**config.mk**
```make
export PLATFORM = sky130hd
export DESIGN_NAME = signed_int_to_decimal_ascii_core
export DESIGN_NICKNAME = d
export VERILOG_FILES = /design/src/rtl/itd_pkg.sv /design/src/rtl/itd_front.sv /design/src/rtl/itd_queue.sv /design/src/rtl/itd_back.sv /design/src/rtl/signed_int_to_decimal_ascii_core.sv
export SDC_FILE = /design/constraint.sdc
export NUM_CORES = 1
export LEC_CHECK = 0
export BUFFER_PORTS_ARGS = -buffer_cell sky130_fd_sc_hd__buf_2
export CAP_MARGIN = 15
export CORE_MARGIN = 2
export CORE_UTILIZATION = 40
export CTS_BUF_LIST = sky130_fd_sc_hd__clkbuf_4
export DETAILED_ROUTE_END_ITERATION = 8
export SYNTH_ARGS = -nofsm -noshare
export SYNTH_HDL_FRONTEND = slang
export SYNTH_SLANG_ARGS = --single-unit
```
**constraint.sdc**
```tcl
create_clock -name aclk -period 3.9 [get_ports aclk]
set_input_delay 0.39 -clock aclk [delete_from_list [all_inputs] [get_ports aclk]]
set_output_delay 0.39 -clock aclk [all_outputs]
set_load 0.1 [all_outputs]
```
**src/rtl/itd_pkg.sv**
```systemverilog
// shared constants for the signed integer to decimal text core
package itd_pkg;

    localparam int VALUE_BITS_DEF = 32;

    localparam logic [5:0] CHAR_MINUS = 6'd45;
    localparam logic [5:0] CHAR_ZERO  = 6'd48;

    // decimal digits needed for 2^(bits-1), the largest magnitude
    function automatic int digit_count(input int bits);
        return ((bits - 1) * 30103) / 100000 + 1;
    endfunction

endpackage

```
**src/rtl/itd_front.sv**
```systemverilog
// input side: takes a word, splits it into sign flag and magnitude
module itd_front import itd_pkg::*; #(
    parameter int VALUE_BITS = VALUE_BITS_DEF
) (
    input  logic                  s_valid,
    output logic                  s_ready,
    input  logic [VALUE_BITS-1:0] s_value,
    output logic                  push_valid,
    input  logic                  push_ready,
    output logic                  push_neg,
    output logic [VALUE_BITS-1:0] push_mag
);

    // most negative value negates to itself, which is the right unsigned magnitude
    assign push_neg   = s_value[VALUE_BITS-1];
    assign push_mag   = push_neg ? (~s_value + VALUE_BITS'(1)) : s_value;
    assign push_valid = s_valid;
    assign s_ready    = push_ready;

endmodule

```
**src/rtl/itd_queue.sv**
```systemverilog
// two-entry queue between the input side and the converter
module itd_queue import itd_pkg::*; #(
    parameter int WIDTH = VALUE_BITS_DEF + 1
) (
    input  logic             aclk,
    input  logic             aresetn,
    input  logic             in_valid,
    output logic             in_ready,
    input  logic [WIDTH-1:0] in_data,
    output logic             out_valid,
    input  logic             out_ready,
    output logic [WIDTH-1:0] out_data
);

    logic [WIDTH-1:0] entry0_reg, entry1_reg;
    logic             wr_ptr_reg, wr_ptr_next;
    logic             rd_ptr_reg, rd_ptr_next;
    logic [1:0]       count_reg, count_next;
    logic             push, pop;

    assign in_ready  = (count_reg != 2'd2);
    assign out_valid = (count_reg != 2'd0);
    assign out_data  = rd_ptr_reg ? entry1_reg : entry0_reg;
    assign push      = in_valid && in_ready;
    assign pop       = out_valid && out_ready;

    always_comb begin
        wr_ptr_next = push ? ~wr_ptr_reg : wr_ptr_reg;
        rd_ptr_next = pop ? ~rd_ptr_reg : rd_ptr_reg;
        count_next  = count_reg + {1'b0, push} - {1'b0, pop};
    end

    always_ff @(posedge aclk) begin
        if (!aresetn) begin
            wr_ptr_reg <= 1'b0;
            rd_ptr_reg <= 1'b0;
            count_reg  <= 2'd0;
        end else begin
            wr_ptr_reg <= wr_ptr_next;
            rd_ptr_reg <= rd_ptr_next;
            count_reg  <= count_next;
        end
    end

    always_ff @(posedge aclk) begin
        if (push && !wr_ptr_reg) begin
            entry0_reg <= in_data;
        end
        if (push && wr_ptr_reg) begin
            entry1_reg <= in_data;
        end
    end

endmodule

```
**src/rtl/itd_back.sv**
```systemverilog
// converter: shift-and-add-3 binary to bcd, then emits characters msd first
module itd_back import itd_pkg::*; #(
    parameter int VALUE_BITS = VALUE_BITS_DEF
) (
    input  logic                  aclk,
    input  logic                  aresetn,
    input  logic                  q_valid,
    output logic                  q_ready,
    input  logic                  q_neg,
    input  logic [VALUE_BITS-1:0] q_mag,
    output logic                  m_valid,
    input  logic                  m_ready,
    output logic [5:0]            m_text_char,
    output logic                  m_last
);

    localparam int NDIG  = digit_count(VALUE_BITS);
    localparam int BCD_W = 4 * NDIG;
    localparam int CNT_W = $clog2(VALUE_BITS);
    localparam int IDX_W = (NDIG > 1) ? $clog2(NDIG) : 1;
    localparam logic [CNT_W-1:0] CNT_LAST = CNT_W'(VALUE_BITS - 1);

    typedef enum logic [2:0] {
        S_IDLE,
        S_CONV,
        S_LEAD,
        S_SIGN,
        S_DIGIT
    } state_t;

    state_t                 state_reg, state_next;
    logic                   neg_reg, neg_next;
    logic [VALUE_BITS-1:0]  mag_reg, mag_next;
    logic [BCD_W-1:0]       bcd_reg, bcd_next;
    logic [CNT_W-1:0]       cnt_reg, cnt_next;
    logic [IDX_W-1:0]       idx_reg, idx_next;
    logic                   out_valid_reg, out_valid_next;
    logic [5:0]             out_char_reg, out_char_next;
    logic                   out_last_reg, out_last_next;

    logic [BCD_W-1:0]       bcd_adj;
    logic [IDX_W-1:0]       lead_idx;
    logic [3:0]             cur_digit;
    logic                   out_free;

    // add 3 to every digit of five or more before the shift
    always_comb begin
        for (int d = 0; d < NDIG; d++) begin
            bcd_adj[4*d +: 4] = (bcd_reg[4*d +: 4] >= 4'd5) ?
                                (bcd_reg[4*d +: 4] + 4'd3) : bcd_reg[4*d +: 4];
        end
    end

    // highest nonzero digit, or the units digit for zero
    always_comb begin
        lead_idx = '0;
        for (int d = 0; d < NDIG; d++) begin
            if (bcd_reg[4*d +: 4] != 4'd0) begin
                lead_idx = IDX_W'(d);
            end
        end
    end

    assign cur_digit = bcd_reg[4*idx_reg +: 4];
    assign out_free  = !out_valid_reg || m_ready;
    assign q_ready   = (state_reg == S_IDLE);

    assign m_valid     = out_valid_reg;
    assign m_text_char = out_char_reg;
    assign m_last      = out_last_reg;

    always_comb begin
        state_next     = state_reg;
        neg_next       = neg_reg;
        mag_next       = mag_reg;
        bcd_next       = bcd_reg;
        cnt_next       = cnt_reg;
        idx_next       = idx_reg;
        out_valid_next = out_valid_reg && !m_ready;
        out_char_next  = out_char_reg;
        out_last_next  = out_last_reg;
        unique case (state_reg)
            S_IDLE: begin
                if (q_valid) begin
                    neg_next   = q_neg;
                    mag_next   = q_mag;
                    bcd_next   = '0;
                    cnt_next   = '0;
                    state_next = S_CONV;
                end
            end
            S_CONV: begin
                bcd_next = {bcd_adj[BCD_W-2:0], mag_reg[VALUE_BITS-1]};
                mag_next = {mag_reg[VALUE_BITS-2:0], 1'b0};
                cnt_next = cnt_reg + CNT_W'(1);
                if (cnt_reg == CNT_LAST) begin
                    state_next = S_LEAD;
                end
            end
            S_LEAD: begin
                idx_next   = lead_idx;
                state_next = neg_reg ? S_SIGN : S_DIGIT;
            end
            S_SIGN: begin
                if (out_free) begin
                    out_valid_next = 1'b1;
                    out_char_next  = CHAR_MINUS;
                    out_last_next  = 1'b0;
                    state_next     = S_DIGIT;
                end
            end
            S_DIGIT: begin
                if (out_free) begin
                    out_valid_next = 1'b1;
                    out_char_next  = CHAR_ZERO + {2'b00, cur_digit};
                    out_last_next  = (idx_reg == '0);
                    if (idx_reg == '0) begin
                        state_next = S_IDLE;
                    end else begin
                        idx_next = idx_reg - IDX_W'(1);
                    end
                end
            end
            default: begin
                state_next = S_IDLE;
            end
        endcase
    end

    always_ff @(posedge aclk) begin
        if (!aresetn) begin
            state_reg     <= S_IDLE;
            out_valid_reg <= 1'b0;
        end else begin
            state_reg     <= state_next;
            out_valid_reg <= out_valid_next;
        end
        neg_reg      <= neg_next;
        mag_reg      <= mag_next;
        bcd_reg      <= bcd_next;
        cnt_reg      <= cnt_next;
        idx_reg      <= idx_next;
        out_char_reg <= out_char_next;
        out_last_reg <= out_last_next;
    end

endmodule

```
**src/rtl/signed_int_to_decimal_ascii_core.sv**
```systemverilog
// signed integer to decimal ascii text, one character per output word
// an accepted value goes through the conversion and leading-digit states, then the
//   sign or digit state puts its first character into the output register
// the one-bit-per-cycle shift-and-add-3 converter takes a value only when idle
// a two-entry queue lets the input side take words while the converter works
// reset: synchronous active-low aresetn empties the queue and output register
module signed_int_to_decimal_ascii_core import itd_pkg::*; #(
    parameter int VALUE_BITS = VALUE_BITS_DEF
) (
    input  logic                  aclk,
    input  logic                  aresetn,
    input  logic                  s_valid,
    output logic                  s_ready,
    input  logic [VALUE_BITS-1:0] s_value,
    output logic                  m_valid,
    input  logic                  m_ready,
    output logic [5:0]            m_text_char,
    output logic                  m_last
);

    logic                  push_valid, push_ready, push_neg;
    logic [VALUE_BITS-1:0] push_mag;
    logic                  q_valid, q_ready;
    logic [VALUE_BITS:0]   q_data;

    itd_front #(.VALUE_BITS(VALUE_BITS)) u_front (
        .s_valid    (s_valid),
        .s_ready    (s_ready),
        .s_value    (s_value),
        .push_valid (push_valid),
        .push_ready (push_ready),
        .push_neg   (push_neg),
        .push_mag   (push_mag)
    );

    itd_queue #(.WIDTH(VALUE_BITS + 1)) u_queue (
        .aclk      (aclk),
        .aresetn   (aresetn),
        .in_valid  (push_valid),
        .in_ready  (push_ready),
        .in_data   ({push_neg, push_mag}),
        .out_valid (q_valid),
        .out_ready (q_ready),
        .out_data  (q_data)
    );

    itd_back #(.VALUE_BITS(VALUE_BITS)) u_back (
        .aclk        (aclk),
        .aresetn     (aresetn),
        .q_valid     (q_valid),
        .q_ready     (q_ready),
        .q_neg       (q_data[VALUE_BITS]),
        .q_mag       (q_data[VALUE_BITS-1:0]),
        .m_valid     (m_valid),
        .m_ready     (m_ready),
        .m_text_char (m_text_char),
        .m_last      (m_last)
    );

endmodule
```
# After elaboration in Yosys (flattened, before gate mapping)
# Index checks and enable logic that the tools add are counted.
# totals
wordCells,131
regBits,163
out_inout_bits,9
# op_classes
n_lt_le_gt_ge,10
n_reduce_logical,30
bitwise_logic,3
n_shift,1
eq_ne,12
n_mux,45
addsub,16
# ops
operator,n
$pmux 40 s2,1
$mux 32,2
$pmux 32 s2,1
$mux 4,13
$ge 4x3->1 const B,10
$mux 40,1
$shiftx 40x7->4,1
$add 4x2->4 const B,9
$reduce_bool 4->1,9
$mux 3,11
$mux 33,1
$add 32x1->32 const B,1
$not 32->32,1
$pmux 3 s5,1
$mux 6,2
$pmux 6 s2,1
$ne 2x1->1 const B,5
$pmux 5 s2,1
$pmux 4 s2,1
$reduce_bool 2->1,4
$add 5x5->6 const A,1
$eq 3x2->1 const B,2
$reduce_and 3->1,2
$add 5x1->5 const B,1
other kinds (21),35

# Longest topological paths before layout
# Gate-level depths: netlist (run 1).
# logic_depth
depth_word,11
depth_mapped,8
mapped_depth_nobuf,8

# Modules after synthesis
# Synthesis (run 1) repeated with hierarchy kept, for this count alone.
# hier_totals
hier_cells,710
area_unflattened_um2,8404.3
# modules_own_cells
module,instances,seq_area_each_um2,area_per_inst_um2,cells_each
itd_back,1,2722.6,4977.3,474
itd_queue,1,2062.0,2627.5,131
itd_front,1,0.0,799.5,105

# Worst setup path before layout (run 1)
# Ideal clock, no wire load.
# synth_timing
kind,register to register
startpoint,register u_back.state_reg[0]
endpoint,register u_back.bcd_reg[0] (enable)
n_path_buf,3
path_slack_ns,0.643
synth_period_minus_slack_ns,3.257
t_arrival_ns,2.481
path_stages_with_launch,7
t_required_ns,3.124
cell_sequence,dfxtp_1 > clkbuf_1 > nor2b_1 > nand2b_1 > clkbuf_1 > clkbuf_1 > nand2_1
# synth_between
elab_chain_cells,3
word_cells_on_any_way,5
# synth_lines
item,line_no,text
start: declaration,itd_back.sv:31,"state_t state_reg, state_next;"
start signal: assignment,itd_back.sv:135,state_reg <= state_next;
$logic_not 3->1 / $eq 3x1->1 (equally long branches),itd_back.sv:82,unique case (state_reg)
$ne 2x1->1 (no source line) / $reduce_bool 2->1 (equally long branches),n/a,
$reduce_and 2->1 (no source line) (*),n/a,
end signal: assignment,itd_back.sv:140,bcd_reg <= bcd_next;
end: declaration,itd_back.sv:34,"logic [BCD_W-1:0] bcd_reg, bcd_next;"
# Every way passes the cells marked *; elsewhere a longest branch is shown, timed or not.
# A chain may end at the register's enable or synchronous reset.

# Worst setup path in the final report (run 1)
# layout_timing
startpoint,register u_back.state_reg[1]
endpoint,register u_back.bcd_reg[16] (enable)
# The elaborated chain is that of the path after synthesis.

==> impl_metrics.env, run 1 <==
export IMPL_status="finished clean"
export IMPL_post_cts_hold_buffer_count=0
export IMPL_netlist_area_leader_share=0.569
export IMPL_startpoint_type="register"
export IMPL_grt_pass1_wl_um=25000
export IMPL_syn_area_um2=8130
export IMPL_pin_count=45
export IMPL_power_density_nw_per_um2=674
export IMPL_yosysTopAreaCell="edfxtp_1"
export IMPL_first_pass_iters=4
export IMPL_skew_ns=0.0272
export IMPL_ant_nets=0
export IMPL_tightest_slew_ns=1.12
export IMPL_cts_buffers=17
export IMPL_die_area_um2=21500
export IMPL_dpl_worst_slack_ns=1.47
export IMPL_synthTopCellsByArea="edfxtp_1 (57%), xnor2_1 (5.0%), mux2i_1 (4.9%), ha_1 (4.0%), o21ai_0 (3.0%)"
export IMPL_routed_wl_um=15300
export IMPL_syn_inst=664
export IMPL_period_minus_slack_ns=2.43
export IMPL_port_buffer_count=43
export IMPL_clk_latency_ns=0.55
export IMPL_yosys_cell_count_top_type="edfxtp_1"
export IMPL_hold_viol_final=0
export IMPL_post_cts_setup_buffers=0
export IMPL_yosys_cell_types_count=45
export IMPL_ys_seq_area_frac=0.588
export IMPL_worstPathRequired_ns=3.96
export IMPL_syn_num_nets=726
export IMPL_drt_iter0_drc=326
export IMPL_fmax_mhz=412
export IMPL_ff_latch_area_um2=4790
export IMPL_synth_common_cells="edfxtp_1 (154), nand2_1 (65), o21ai_0 (49), xnor2_1 (46), nor2_1 (44)"
export IMPL_syn_avg_cell_area_um2=12.3
export IMPL_cp_end_kind="register"
export IMPL_die_x_um=147
export IMPL_grt_start_max_net_pins=78
export IMPL_cp_max_fo=77
export IMPL_slew_limit_headroom=0.254
export IMPL_p_leak_nw=3.08
export IMPL_syn_to_final_growth_pct=8.97
export IMPL_cts_root_buf="clkbuf_4"
export IMPL_hold_class="input port to register"
export IMPL_grt_pass1_vias=5083
export IMPL_cap_viol_max_count=0
export IMPL_grt_usage=0.145
export IMPL_ys_warn_count=0
export IMPL_cts_clk_slew_worst_paths_ns=0.15
export IMPL_finalSetupViolations=0
export IMPL_std_cell_rows=52
export IMPL_cts_resized=0
export IMPL_htreeDepth=4
export IMPL_vias=5094
export IMPL_synth_edf_count=154
export IMPL_start_util=0.405
export IMPL_largest_reg_flops=40
export IMPL_core_area_um2=20100
export IMPL_async_reset_ff_frac=0
export IMPL_antenna_found_initial=0
export IMPL_multiInputGateArea_um2=3130
export IMPL_fin_nets=762
export IMPL_ir_drop_mv=0.418
export IMPL_finalMaxSlewViolations=0
export IMPL_post_drt_wl_per_cell_um=15.6
export IMPL_cts_sinks=162
export IMPL_grt_overflow_total=0
export IMPL_clockBufferDepth=2
export IMPL_via_per_inst=5.18
export IMPL_place_congestion=0.813
export IMPL_worst_slack_ns=1.47
export IMPL_synth_flop_cell="edfxtp_1"
export IMPL_rsz0062_at_grt="false"
export IMPL_critPathArrivalTime_ns=2.48
export IMPL_n_antenna_cell=0
export IMPL_synth_seq_cells=162
export IMPL_fp_dieH_um=147
export IMPL_route_detailed_drc=0
export IMPL_fillers=1865
export IMPL_cts_tree="done"
export IMPL_post_dp_hpwl_um=10300
export IMPL_post_route_period_util=0.622
export IMPL_tns_ns=0
export IMPL_drive_above_1_share=0.146
export IMPL_crit_type="register to register"
==> worst paths after layout <==
check                      startpoint                    end  slack (ns)  cells after the start
setup / recovery  u_back.state_reg[1]     u_back.bcd_reg[16]        1.47                      3
hold / removal             s_value[0]  u_queue.entry0_reg[0]        0.10                      1
setup reg to reg  u_back.state_reg[1]     u_back.bcd_reg[16]        1.47                      3
hold reg to reg    u_back.mag_reg[18]     u_back.mag_reg[19]        0.54                      2
==> cell families (layout without fill, tap and decap cells) <==
group                      after synthesis  in the layout  synth area share
AOI/OAI and AO/OA                      119            119            0.0943
xor gates and xnor gates                56             56            0.0603
adders and majority gates               26             26            0.0400
buffers and inverters                   59            108            0.0286
DFF                                    162            162             0.588
muxes                                   50             50            0.0741
other                                    1              1          0.000461
and+or+nand+nor                        191            191             0.114
==> layer usage <==
layer,GRT usage,vias to the layer above,wire length (um)
met5,0,-,0
met4,0.0320,0,77
met3,0.0359,4,498
met2,0.244,99,7580
met1,0.192,2487,7190
li1,-,2504,-
==> placed cells by master (no fill, tap or decap), types with 8 or more instances in the layout <==
cell and n:
nor3_1 10, nand2b_1 19, mux2i_1 40, a211oi_1 11
a21oi_1 25, clkbuf_4 18, xnor2_1 46, nor2_1 43
buf_2 43, mux4_2 8, edfxtp_1 154, o21ai_0 49
o31ai_1 8, nor2b_1 12, inv_1 29, nand2_1 64
ha_1 26, xor2_1 10
==> critical path, cell delays in order, from the launching register on <==
cell	delay, ns
dfxtp_1	0.64
nand2b_1	0.17
buf_4	0.43
nand2_4	0.66
==> area by class of cell <==
class                      count  share of cell area
clock inverter                14              0.0131
sequential                   162               0.540
timing repair buffer          47              0.0277
clock buffer                  18              0.0152
multi-input combinational    443               0.354
tap                          270              0.0381
inverter                      29              0.0123
==> per-stage QoR <==
step	hold slack (ns)	utilization	cells	total power, mW	cell area [um^2]
3_3_place_gp	0.505	0.428	951	4.99	8610
6_report	0.100	0.441	983	5.97	8860
2_1_floorplan	0.489	-	664	4.58	8130
4_1_cts	0.0245	0.441	983	6.04	8860
3_5_place_dp	0.509	0.428	951	5.12	8610
5_1_grt	0.0127	0.441	983	6.41	8860
==> power by group <==
group / leakage (nW) / internal [mW] / total, mW / switching, mW
Combinational: 1.37 / 0.771 / 1.91 / 1.14
Sequential: 1.57 / 2.72 / 3.14 / 0.418
Clock: 0.136 / 0.279 / 0.918 / 0.639
Note: power is estimated with default switching activity, not from simulation.
==> run 2: changes to the inputs <==
==> constraint.sdc (replaced) <==
create_clock -name aclk -period 2.45 [get_ports aclk]
set_input_delay 0.245 -clock aclk [delete_from_list [all_inputs] [get_ports aclk]]
set_output_delay 0.245 -clock aclk [all_outputs]
set_load 0.1 [all_outputs]
==> impl_metrics.env, run 2 (synthesis results as in run 1) <==
export IMPL_status="finished clean"
export IMPL_drt_iter0_drc=339
export IMPL_port_buffer_count=43
export IMPL_layout_common_cells="edfxtp_1 (154), nand2_1 (64), o21ai_0 (49)"
export IMPL_antenna_found_initial=0
export IMPL_fin_nets=790
export IMPL_grt_start_max_net_pins=67
export IMPL_cts_tree="done"
export IMPL_stdcell_count=1011
export IMPL_routed_wl_um=15300
export IMPL_worst_slack_ns=0.242
export IMPL_post_dp_cell_area_um2=8740
export IMPL_tightest_slew_ns=0.625
export IMPL_crit_type="input port to register"
export IMPL_cts_sinks=162
export IMPL_grtUsageMet3=0.0313
export IMPL_cp_max_fo=8
export IMPL_pin_count=45
export IMPL_place_congestion=0.768
export IMPL_post_drt_wl_per_cell_um=15.1
export IMPL_slew_limit_headroom=0.584
export IMPL_ir_drop_mv=0.452
export IMPL_finalMaxSlewViolations=0
export IMPL_fmax_mhz=453
export IMPL_ant_nets=0
export IMPL_die_x_um=147
export IMPL_start_util=0.405
export IMPL_startpoint_type="input port"
export IMPL_worstPathRequired_ns=2.77
export IMPL_post_dp_hpwl_um=10500
export IMPL_switchingPower_mw=3.62
export IMPL_fp_dieH_um=147
export IMPL_first_pass_iters=4
export IMPL_cap_viol_max_count=0
export IMPL_dp_cells=960
export IMPL_syn_to_final_growth_pct=13.6
export IMPL_cts_buffers=17
export IMPL_cp_end_kind="register"
export IMPL_period_minus_slack_ns=2.21
export IMPL_route_detailed_drc=0
export IMPL_largest_reg_flops=40
export IMPL_skew_ns=0.0334
export IMPL_std_cell_rows=52
export IMPL_post_cts_setup_buffers=0
export IMPL_grt_pass1_wl_um=25600
export IMPL_busiest_layer="met2"
export IMPL_fillers=1829
export IMPL_via_per_inst=5.13
export IMPL_die_area_um2=21500
export IMPL_rsz0062_at_grt="false"
export IMPL_htreeDepth=4
export IMPL_pwr_share_comb=0.330
export IMPL_critPathArrivalTime_ns=2.53
export IMPL_post_route_util=0.460
export IMPL_post_route_period_util=0.901
export IMPL_clk_latency_ns=0.57
export IMPL_grt_usage=0.149
export IMPL_p_leak_nw=3.25
export IMPL_vias=5183
export IMPL_power_frac_seq=0.500
export IMPL_layout_commonest_cell="edfxtp_1"
export IMPL_dpl_worst_slack_ns=0.191
export IMPL_grt_overflow_total=0
export IMPL_n_antenna_cell=0
export IMPL_swShare=0.367
export IMPL_power_density_nw_per_um2=1070
export IMPL_core_area_um2=20100
export IMPL_tns_ns=0
export IMPL_clockBufferDepth=2
export IMPL_cts_clk_slew_worst_paths_ns=0.14
export IMPL_cts_root_buf="clkbuf_4"
export IMPL_stdcell_area_um2=9240
export IMPL_drive_above_1_share=0.155
export IMPL_grt_pass1_vias=5310
export IMPL_clkPwrFrac=0.169
export IMPL_hold_class="input port to register"
export IMPL_grt_use_met1=0.190
export IMPL_hold_viol_final=0
export IMPL_finalSetupViolations=0
export IMPL_internal_power_mw=6.24
export IMPL_use_met2=0.254
==> run 2: changes by cell type in the layout (fill, tap and decap cells not counted), moves of 2 or more <==
cell and change:
clkinv_8 +3, buf_12 +4, buf_4 +5, clkinv_4 -2, inv_8 +3, inv_6 -2
dlygate4sd3_1 +19
==> run 2: worst max-delay path, stage by stage <==
cell	delay [ns]
dlygate4sd3_1	0.53
buf_2	0.14
or4_4	0.54
or4_4	0.58
o41ai_2	0.37
xnor2_1	0.12
==> run 2: final timing paths <==
path                                     startpoint                endpoint  slack [ns]  cells after the start
worst max register to register  u_back.state_reg[2]   u_back.m_text_char[1]        0.32                      4
worst min-delay path                    s_value[11]  u_queue.entry0_reg[11]        0.06                      2
worst max-delay path                    s_value[16]  u_queue.entry1_reg[27]        0.24                      6
worst min register to register   u_back.mag_reg[26]      u_back.mag_reg[27]        0.54                      2
==> run 2: final cells by class <==
class / instances / area [um^2] / share of cell area
Clock buffer: 17 / 128 / 0.0138
Clock inverter: 15 / 185 / 0.0200
Inverter: 29 / 109 / 0.0118
Multi-Input combinational cell: 443 / 3140 / 0.340
Sequential cell: 162 / 4790 / 0.518
Tap cell: 270 / 338 / 0.0366
Timing Repair Buffer: 75 / 553 / 0.0599
==> run 2: timing repair <==
item / 4_1_cts / 5_1_grt
endpoints found under the hold margin: 41 / 0
gates resized for setup: 0 / 0
hold buffers: 19 / 0
==> run 2: power groups by stage <==
stage,clock network (mW),registers (mW),logic [mW]
6_report,1.67,4.94,3.26
5_1_grt,1.84,5.07,3.71
4_1_cts,1.73,4.94,3.31
3_5_place_dp,0,5.00,3.28
3_3_place_gp,0,4.96,3.12
2_1_floorplan,0,4.75,2.51
==> run 2: per-layer routing <==
layer,share of wire,vias up
met5,0,-
met4,0.011,0
met3,0.029,13
met2,0.49,87
met1,0.47,2514
li1,-,2569
==> run 2: stage by stage <==
stage	total power, mW	hold WS (ns)
6_report	9.87	0.0569
5_1_grt	10.6	0.0176
3_5_place_dp	8.28	0.512
4_1_cts	9.98	0.000704
3_3_place_gp	8.08	0.493
2_1_floorplan	7.25	0.344
==> run 3: changes to the inputs <==
--- a/config.mk
+++ b/config.mk
@@ -5,6 +5,7 @@
 export SDC_FILE = /design/constraint.sdc
 export NUM_CORES = 1
 export LEC_CHECK = 0
+export ABC_CLOCK_PERIOD_IN_PS = 2450
 export BUFFER_PORTS_ARGS = -buffer_cell sky130_fd_sc_hd__buf_2
 export CAP_MARGIN = 15
 export CORE_MARGIN = 2
@@ -13,4 +14,5 @@
 export DETAILED_ROUTE_END_ITERATION = 8
 export SYNTH_ARGS = -nofsm -noshare
 export SYNTH_HDL_FRONTEND = slang
+export SYNTH_HIERARCHICAL = 1
 export SYNTH_SLANG_ARGS = --single-unit
==> impl_metrics.env, run 3 <==
export IMPL_skew_ns=0.0184
export IMPL_drive_above_1_share=0.151
export IMPL_layout_commonest_cell="edfxtp_1"
export IMPL_slowest_stage="edfxtp_1"
export IMPL_syn_num_nets=771
export IMPL_via_per_inst=5.10
export IMPL_clk_latency_ns=0.54
export IMPL_rr_worst_depth=5
export IMPL_htreeDepth=4
export IMPL_synth_common_cells="edfxtp_1 (154), nand2_1 (128), xnor2_1 (42), nor2_1 (40)"
export IMPL_synth_flop_cell="edfxtp_1"
export IMPL_worstPathRequired_ns=2.66
export IMPL_first_pass_iters=5
export IMPL_synth_seq_cells=162
export IMPL_die_area_um2=22200
export IMPL_grt_pass1_wl_um=26000
export IMPL_ys_seq_area_frac=0.569
export IMPL_syn_inst=710
export IMPL_post_dp_cell_area_um2=8900
export IMPL_syn_to_final_growth_pct=10.2
export IMPL_layout_common_cells="edfxtp_1 (154), nand2_1 (127), buf_2 (43)"
export IMPL_crit_type="register to register"
export IMPL_period_minus_slack_ns=2.05
export IMPL_r2r_end="u_back/idx_reg[0]"
export IMPL_cts_clk_slew_worst_paths_ns=0.15
export IMPL_largest_reg_flops=40
export IMPL_ant_nets=0
export IMPL_route_detailed_drc=0
export IMPL_cts_root_buf="clkbuf_4"
export IMPL_cap_viol_max_count=0
export IMPL_hold_viol_final=0
export IMPL_cts_resized=0
export IMPL_post_drt_wl_per_cell_um=15.1
export IMPL_reg2reg_setup_slack_ns=0.40
export IMPL_cp_max_fo=11
export IMPL_cp_end_kind="register"
export IMPL_fin_nets=819
export IMPL_min_to="u_back/m_valid"
export IMPL_fmax_mhz=489
export IMPL_yosys_cell_types_count=63
export IMPL_antenna_found_initial=1
export IMPL_routed_wl_um=15800
export IMPL_port_buffer_count=43
export IMPL_r2r_start="u_back/idx_reg[0]"
export IMPL_yosysTopAreaCell="edfxtp_1"
export IMPL_synthTopCellsByArea="edfxtp_1 (55%), nand2_1 (5.7%), xnor2_1 (4.4%), mux2_1 (3.9%), ha_1 (3.7%)"
export IMPL_core_area_um2=20800
export IMPL_pin_count=45
export IMPL_worstPathCellList="inv_1 -> ha_1 -> nand2_1 -> nand4b_1 -> a21oi_1"
export IMPL_post_dp_hpwl_um=11000
export IMPL_ir_drop_mv=0.469
export IMPL_syn_area_um2=8400
export IMPL_drt_iter0_drc=272
export IMPL_finalSetupViolations=0
export IMPL_post_route_period_util=0.835
export IMPL_yosys_cell_count_top_type="edfxtp_1"
export IMPL_use_met2=0.247
export IMPL_async_reset_ff_frac=0
export IMPL_grtUsageMet3=0.0330
export IMPL_std_cell_rows=53
export IMPL_tns_ns=0
export IMPL_cts_sinks=162
export IMPL_grt_pass1_vias=5304
export IMPL_tightest_slew_ns=0.680
export IMPL_rsz0062_at_grt="false"
export IMPL_power_density_nw_per_um2=1100
export IMPL_grt_start_max_net_pins=59
export IMPL_min_delay_start="m_ready"
export IMPL_ys_warn_count=6
export IMPL_place_congestion=0.858
export IMPL_vias=5336
export IMPL_slew_limit_headroom=0.547
export IMPL_finalMaxSlewViolations=0
export IMPL_start_util=0.404
export IMPL_max_stage_delay_ns=0.71
export IMPL_path_buf_inv=1
export IMPL_synth_edf_count=154
export IMPL_cts_buffers=17
export IMPL_startpoint_type="register"
export IMPL_syn_avg_cell_area_um2=11.8
export IMPL_grt_overflow_total=0
export IMPL_die_x_um=149
export IMPL_p_leak_nw=3.38
export IMPL_cp_top_family="flip-flops"
export IMPL_fillers=1948
export IMPL_fp_dieH_um=149
export IMPL_status="finished clean"
export IMPL_hold_depth=3
export IMPL_clockBufferDepth=2
export IMPL_stdcell_area_um2=9260
export IMPL_cts_tree="done"
export IMPL_grt_use_met1=0.194
export IMPL_hold_class="input port to register"
export IMPL_busiest_layer="met2"
export IMPL_grt_usage=0.148
export IMPL_netlist_area_leader_share=0.550
export IMPL_critPathArrivalTime_ns=2.25
run 3: cell count changes after synthesis, moves of 4 or more:
| cell | before | now |
|---|---|---|
| nand2_1 | 65 | 128 |
| nand3b_1 | 0 | 4 |
| mux2i_1 | 40 | 6 |
| nor2_1 | 44 | 40 |
| buf_4 | 1 | 9 |
| or4_1 | 5 | 1 |
| mux2_1 | 0 | 29 |
| nor3_1 | 10 | 16 |
| o21ai_0 | 49 | 20 |
| o211ai_1 | 0 | 4 |
| buf_2 | 0 | 15 |
| o41ai_1 | 7 | 3 |
| xnor2_1 | 46 | 42 |
| clkbuf_1 | 24 | 1 |
run 3: final cells by class:
type,instances,area (um^2),share of cell area
flip-flops and latches,162,4780,0.517
well taps,275,344,0.0372
clock buffers,17,128,0.0138
multi-input cells,491,3350,0.362
diodes,1,2.50,0.000270
inverters,29,109,0.0118
repair buffers,57,373,0.0403
clock inverters,14,169,0.0182
run 3: worst register-to-register path: cells and delay by family, from the launching register on:
kind                     cells  cell delay [ns]
AND/OR/NAND/NOR              2             0.23
buffers and inverters        1             0.12
adder cells (fa/ha/maj)      1             0.25
flip-flops                   1             0.71
AO/OA/AOI/OAI                1             0.40
run 3: worst max path at each step:
stage,depth (start not counted),to,slack (ns),startpoint
floorplan,4,u_back/bcd_reg[0],0.09,u_back/state_reg[0]
global placement,7,u_queue/entry0_reg[12],0.52,s_value[0]
detailed placement,5,u_back/idx_reg[0],0.42,u_back/idx_reg[0]
CTS,5,u_back/idx_reg[0],0.40,u_back/idx_reg[0]
global route,5,u_back/idx_reg[0],0.22,u_back/idx_reg[0]
finish,5,u_back/idx_reg[0],0.40,u_back/idx_reg[0]
run 3: cells by family (layout without fill, tap and decap cells):
| family | after synthesis | after routing | synth area share |
|---|---|---|---|
| other | 1 | 2 | 0.000446 |
| adders and majority gates | 25 | 25 | 0.0372 |
| AOI/OAI and AO/OA | 95 | 95 | 0.0752 |
| buffers and inverters | 57 | 117 | 0.0326 |
| xor gates and xnor gates | 53 | 53 | 0.0552 |
| DFF | 162 | 162 | 0.569 |
| and+or+nand+nor | 271 | 271 | 0.160 |
| muxes | 46 | 46 | 0.0701 |
run 3: where the power goes:
group | switching [mW] | leakage [nW] | internal (mW)
registers | 0.599 | 1.56 | 4.36
logic | 2.14 | 1.66 | 1.42
clock network | 1.02 | 0.164 | 0.643
total | 3.75 | 3.38 | 6.43
run 3: stage by stage:
stage	setup slack (ns)	total power, mW	cells	hold WS (ns)	util
floorplan	0.0892	7.58	710	0.372	-
global placement	0.522	8.42	1008	0.488	0.427
detailed placement	0.417	8.62	1008	0.495	0.427
CTS	0.405	10.3	1044	0.00144	0.444
global route	0.223	10.9	1046	0.0105	0.445
finish	0.404	10.2	1046	0.0518	0.445
run 3: metal layers:
layer / wire length [um] / part of all wire / vias to the layer above
li1: - / - / 2648
met1: 7530 / 0.48 / 2592
met2: 7640 / 0.48 / 87
met3: 519 / 0.033 / 9
met4: 129 / 0.0082 / 0
met5: 0 / 0 / -
run 3: repair_timing:
action                                  4_1_cts  5_1_grt
endpoints found under the setup margin        0        0
endpoints found under the hold margin        15        2
hold buffers                                  5        1
buffers inserted                              0        0
